--- src/hdl/sapq_pkg.sv ---
// ----------------------------------------------------------------------------
// Sorted array priority queue package
// Shared constants, status codes and the control bundle that drives the cells.
// ----------------------------------------------------------------------------
package sapq_pkg;

  // Number of cells in the chain, and so the number of values the queue holds.
  localparam int CAPACITY = 128;

  // Width of a stored value.
  localparam int DATA_W = 32;

  // The entry count must be able to hold CAPACITY itself.
  localparam int CNT_W = $clog2(CAPACITY + 1);

  // Width of the occupancy field on the result channel.
  localparam int OCC_W = 8;

  typedef enum logic {
    MODE_PUSH = 1'b0,
    MODE_POP  = 1'b1
  } sapq_mode_e;

  typedef enum logic [1:0] {
    STATUS_PUSHED    = 2'd0,
    STATUS_POPPED    = 2'd1,
    STATUS_POP_EMPTY = 2'd2,
    STATUS_PUSH_FULL = 2'd3
  } sapq_status_e;

  // Broadcast control for every cell in the chain for the current cycle.
  typedef struct packed {
    logic push_en;  // insert the broadcast value at its sorted place
    logic pop_en;   // move every entry one place toward the head
  } sapq_ctrl_t;

endpackage

--- src/hdl/sapq_cell.sv ---
// ----------------------------------------------------------------------------
// Sorted array priority queue cell
// One slot of the sorted chain: compares the broadcast value with its own entry
// and either keeps it, takes the new value, or takes a neighbor's entry.
// ----------------------------------------------------------------------------
module sapq_cell
  import sapq_pkg::*;
(
  input  logic                     clk_i,
  input  sapq_ctrl_t               ctrl_i,
  input  logic signed [DATA_W-1:0] push_value_i,
  input  logic                     occupied_i,
  input  logic                     left_keep_i,
  input  logic signed [DATA_W-1:0] left_value_i,
  input  logic signed [DATA_W-1:0] right_value_i,
  output logic                     keep_o,
  output logic signed [DATA_W-1:0] value_o
);

  logic signed [DATA_W-1:0] value_q;
  logic signed [DATA_W-1:0] value_d;

  // An occupied entry that is not greater than the new value stays in place,
  // which keeps equal values in arrival order.
  assign keep_o = occupied_i && (value_q <= push_value_i);

  always_comb begin
    value_d = value_q;
    if (ctrl_i.pop_en) begin
      value_d = right_value_i;
    end else if (ctrl_i.push_en && !keep_o) begin
      // The first cell that does not keep its entry takes the new value; the
      // cells behind it shift one place toward the tail.
      if (left_keep_i) begin
        value_d = push_value_i;
      end else begin
        value_d = left_value_i;
      end
    end
  end

  always_ff @(posedge clk_i) begin
    value_q <= value_d;
  end

  assign value_o = value_q;

endmodule

--- config.mk ---
export PLATFORM = sky130hd
export DESIGN_NAME = sapq_cell
export DESIGN_NICKNAME = d
export VERILOG_FILES = /design/src/hdl/sapq_pkg.sv /design/src/hdl/sapq_cell.sv
export SDC_FILE = /design/constraint.sdc
export NUM_CORES = 1
export LEC_CHECK = 0
export ABC_AREA = 1
export CAP_MARGIN = 20
export CORE_MARGIN = 2
export CORE_UTILIZATION = 40
export CTS_BUF_LIST = sky130_fd_sc_hd__clkbuf_4
export DETAILED_ROUTE_END_ITERATION = 6
export DONT_BUFFER_PORTS = 1
export GPL_TIMING_DRIVEN = 0
export PLACE_DENSITY = 0.54
export SYNTH_ARGS = -nofsm -noshare
export SYNTH_HDL_FRONTEND = slang
export SYNTH_SLANG_ARGS = --single-unit
export TNS_END_PERCENT = 50
--- constraint.sdc ---
create_clock -name clk_i -period 6.4 [get_ports clk_i]
set_input_delay 0.64 -clock clk_i [delete_from_list [all_inputs] [get_ports clk_i]]
set_output_delay 0.64 -clock clk_i [all_outputs]
set_load 0.1 [all_outputs]
Word-level counts from Yosys, hierarchy flattened
Cells that the tools add are included.
- register bits after elaboration: 32
- bits in latches: 0
- RAM bits: 0
- ROM bits: 0
- bits of input ports: 101
- output and inout port bits: 33
- logic and storage cells: 9
- memories kept: 0
- $add $sub $neg: 0
- multiply operators: 0
- divide/modulo/power cells: 0
- magnitude comparators: 1
- eq/ne operators: 0
- shift operators: 0
- muxes and demuxes: 3
- bitwise operators: 0
- reductions and logical operators: 4
- operators with widths (cell ; number):
    2-to-1 mux 32 bit ; 3
    <= comparator 32 bit ; 1
    logical AND 1 bit ; 2
    nonzero test 2 bit ; 1
    zero test 1 bit ; 1

Longest topological paths before layout
- word-level depth: 6
- mapped depth: 18
- depth with buffers taken out: 18

Least setup slack after synthesis
Ideal clock, no wire load.
- kind: register to output
- start: register value_q[7], in the netlist value_o[7]
- end: output keep_o
- arrival time: 2.551 ns
- setup slack: 3.209 ns
- cell stages (with the launch flop): 12
- buffers on the path: 0
- path through: edfxtp_1 ha_1 a21o_1 nor2_1 nand2_1 nand2_1 nand2_1 nand2_1 nand3_1 nand3_1 nand2_1 inv_1
- word-level cells in the longest chain between the ends: 2
- ends and longest elaborated chain (element ; RTL line ; text):
    start, declared ; sapq_cell.sv:20 ; logic signed [DATA_W-1:0] value_q;
    start signal, assigned ; sapq_cell.sv:43 ; value_q <= value_d;
    <= comparator 32 bit ; sapq_cell.sv:25 ; assign keep_o = occupied_i && (value_q <= push_value_i);
    logical AND 1 bit ; sapq_cell.sv:25 ;
    end, declared ; sapq_cell.sv:16 ; output logic keep_o,
Every way passes these cells.

Final worst setup path
- start: register value_q[5], in the netlist value_o[5]
- end: output keep_o
Same word-level chain as after synthesis.

==> implementation parameters <==
Parameter                              Value

Worst setup path
  Critical path, cell by cell ... ha_1 > a21oi_1 > nor2_1 > nor2_1 > nand2_1 > nand2_1 > nand2_1 > nand2_1 > nand3_1 > nand3_1 > nand2_1 > inv_1
  Worst R2R End ... value_o[15]
  Data arrival time of the critical path ... 3140 ps
  Type of element launching the critical path ... flop
  Endpoint kind of the worst setup timing path ... primary output
  R2R setup slack ... 3140 ps
  Critical setup path kind ... reg -> out
  Cell at the slowest stage of the critical path ... sky130_fd_sc_hd__edfxtp_1
  Setup crit start ... value_o[5]
  Crit path max-delay family ... flip-flops
  Cell depth of the worst flop-to-flop path ... 14
  Biggest cell delay along the critical path ... 970 ps
  Most frequent CP cell ... sky130_fd_sc_hd__nand2_1
  Number of buffers and inverters on the critical path ... 1
  Number of stages on the worst setup path ... 12
  Maximum net fanout on the critical path ... 2
  Worst reg2reg startpoint ... value_o[5]
  Critical Path End ... keep_o
  Required time of the critical path ... between 5000 and 6000 ps

Synth
  Post-synthesis cell type count ... 22
  Area share of the largest cell type after synthesis ... about two fifths
  Leading post-synthesis cells by cell area ... sky130_fd_sc_hd__edfxtp_1 (39%), sky130_fd_sc_hd__ha_1 (16%), sky130_fd_sc_hd__nand2_1 (15%), sky130_fd_sc_hd__o21ai_0 (9.2%), sky130_fd_sc_hd__inv_1 (6.0%)
  Synthesized cell area ... about 2500 um2
  Most frequently used flop master after synthesis ... sky130_fd_sc_hd__edfxtp_1
  Number of synthesized register bits ... 32
  Most common cell in the synthesized netlist ... sky130_fd_sc_hd__nand2_1
  Sequential cell area fraction in the yosys report ... 38.5%
  Cell types with the highest counts after synthesis ... sky130_fd_sc_hd__nand2_1 (102), sky130_fd_sc_hd__o21ai_0 (46), sky130_fd_sc_hd__inv_1 (40)
  YS warnings ... 0
  Post-Synthesis Mean Instance Area ... 7.65 um2
  Count of flip-flops with a built-in enable after synthesis ... 32
  Leading area contributor after synthesis ... sky130_fd_sc_hd__edfxtp_1
  Mapped Cells ... 326
  Number of nets in the synthesized netlist ... 459
  Fraction of registers with async set or reset after synthesis ... 0%

Power
  Sequential fraction of design power ... 60.4%
  Net Sw Power ... between 0.3 and 0.4 mW
  Share of power burned in combinational logic ... 18.4%
  Areal power density over the cells ... between 200 and 300 nW/um2
  Share of power burned in the clock network ... 21.2%
  Internal power consumption ... 0.389 mW
  Maximum resistive drop on vdd ... roughly 0.13 mV
  Leakage power figure ... 1.26 nW
  Switching share of power ... between 40 and 50%

STA
  Post-route minimum period ... 3780 ps
  Worst-margin pin slew ... 960 ps
  Crit share post-route ... 59.1%
  Count of endpoints failing hold in the final timing report ... 0
  # setup viols final ... 0
  Maximum clock frequency ... 0.264 GHz
  Setup repair after global routing missed its margin ... no
  Worst Skew ... 5.54 ps
  Least setup slack across all paths after layout ... 2620 ps
  Max-slew headroom at the worst pin ... 36.0%
  Final slew viol count ... 0
  Setup TNS ... 0 ps

Clocking
  Number of setup buffers added after CTS ... 0
  Root buf cell ... sky130_fd_sc_hd__clkbuf_4
  Maximum level of the CTS H-tree ... 2
  Post-CTS clock slew at the launch and capture registers of the worst setup and hold paths ... 110 ps
  Gates resized, CTS repair ... 0
  Clock latency at the later pin of the worst-skew pair ... 340 ps
  CTS Buf Count ... 5
  CTS sink count ... 32
  Clock tree from TritonCTS ... yes
  CTS Buffer Depth ... 2
  Hold-fix buffer count after cts ... 0

Route
  Top routing layer in use ... met4
  Average vias per placed instance ... 5.22
  Average routed wire per standard cell ... 15.7 um
  Vias after detailed routing ... ~2100
  Detail Route met2 WL ... 3.04 mm
  DR pass1 iterations ... 4
  Residual antenna-violating net count after detailed routing ... 0
  Number of violations reported at the end of detailed-routing iteration 0 ... about 110
  Met1 Wirelength ... 2.83 mm
  DRC violation count after routing ... 0
  Final routed wirelength across all metal layers ... 6.41 mm
  Wire length on met3 ... 458 um

Job
  Maximum Capacitance Violations ... 0

Floorplanning
  Count of pins on the block boundary ... 134
  Initial standard-cell utilization of the core ... a little over two fifths
  Floorplan die height ... 83.0 um
  Area of the placeable core ... ~6000 um2
  Total Die Area ... 6880 um2
  Site row count ... 28
  Horizontal die dimension ... 83.0 um

Status
  Status ... finished, final reports clean

Placed design
  Number of buffers added on ports ... 0
  Worst setup slack before clock tree synthesis ... 2970 ps
  Final Wtd Congestion ... 0.800
  Sum of net half-perimeters after detailed placement ... 5.02 mm

Finish
  Layout cells sized above 1 ... 5.69%
  Count of filler cells inserted in the layout ... 640
  Number of flip-flops in the largest register ... 32
  Antenna diode instance count ... 0
  Relative area change from synthesis to final layout ... 6.87%
  Final-stage net count ... between 400 and 500

Worst hold path
  Startpoint of the lowest-slack hold path ... right_value_i[8]
  Path class of the lowest-slack min-delay path ... in -> reg

GRT
  Aggregate global-route resource usage ... about a fifth
  Wire length of the first global-routing pass ... approximately 10 mm
  Via count of the first global-routing pass ... ~2000
  Largest net degree at the start of global routing ... 33
  Initial antenna violation count ... 0
  Total overflow reported by the global router ... 0
per-stage QoR:
step                total power, mW  util (%)  hold WS [ps]  cells  instance area (um2)
finish                        0.734      44.5           488    409                 2670
floorplan                     0.549         -           831    326                 2490
CTS                           0.742      44.5           476    409                 2670
detailed placement            0.585      43.3           841    401                 2590
global route                  0.775      44.5           475    409                 2670
global placement              0.582      43.2           835    401                 2590
area by class of cell:
type | instances | area [um2] | area share (%)
multi-input combinational | 236 | 1310 | 49.1
sequential | 32 | 961 | 36.0
inverter | 44 | 165 | 6.19
tap | 75 | 93.8 | 3.52
buffer | 14 | 61.3 | 2.30
clock buffer | 5 | 37.5 | 1.41
clock inverter | 3 | 37.5 | 1.41
worst min path at each step:
stage | endpoint | slack (ps) | cells past startpoint
final | value_o[8] | 490 | 2
after global routing | value_o[21] | 470 | 2
after CTS | value_o[8] | 480 | 2
after detailed placement | value_o[21] | 840 | 2
after global placement | value_o[21] | 830 | 2
after floorplan | value_o[10] | 830 | 2
cell usage in the layout, fill, tap and decap left out, drive strengths merged:
master / n
o21ai: 60
clkinv: 3
edfxtp: 32
clkbuf: 17
ha: 32
inv: 43
nand3: 3
nand2: 103
bufinv: 1
o21a: 2
buf: 2
a21o: 1
nor2: 13
nand4: 2
a21oi: 20
power by group through the flow:
| stage | Clock [mW] | Combinational, mW | Sequential (mW) |
|---|---|---|---|
| 2_1_floorplan | 0 | 0.107 | 0.442 |
| 3_3_place_gp | 0 | 0.133 | 0.449 |
| 3_5_place_dp | 0 | 0.136 | 0.449 |
| 4_1_cts | 0.160 | 0.138 | 0.444 |
| 5_1_grt | 0.170 | 0.160 | 0.446 |
| 6_report | 0.156 | 0.135 | 0.443 |
metal layers:
metal	vias to the layer above	track usage, %
li1	1097	-
met2	86	31.5
met1	943	23.3
met4	0	4.47
met3	7	5.57
met5	-	0
kinds of logic after synthesis:
logic type	count (synthesis)	synth area share, %
AND/OR/NAND/NOR	121	19.2
AO/OA/AOI/OAI	83	17.2
buffers and inverters	58	9.08
adder cells (fa/ha/maj)	32	16.0
flip-flops	32	38.5
No activity file was read; power rests on OpenSTA's default activity.
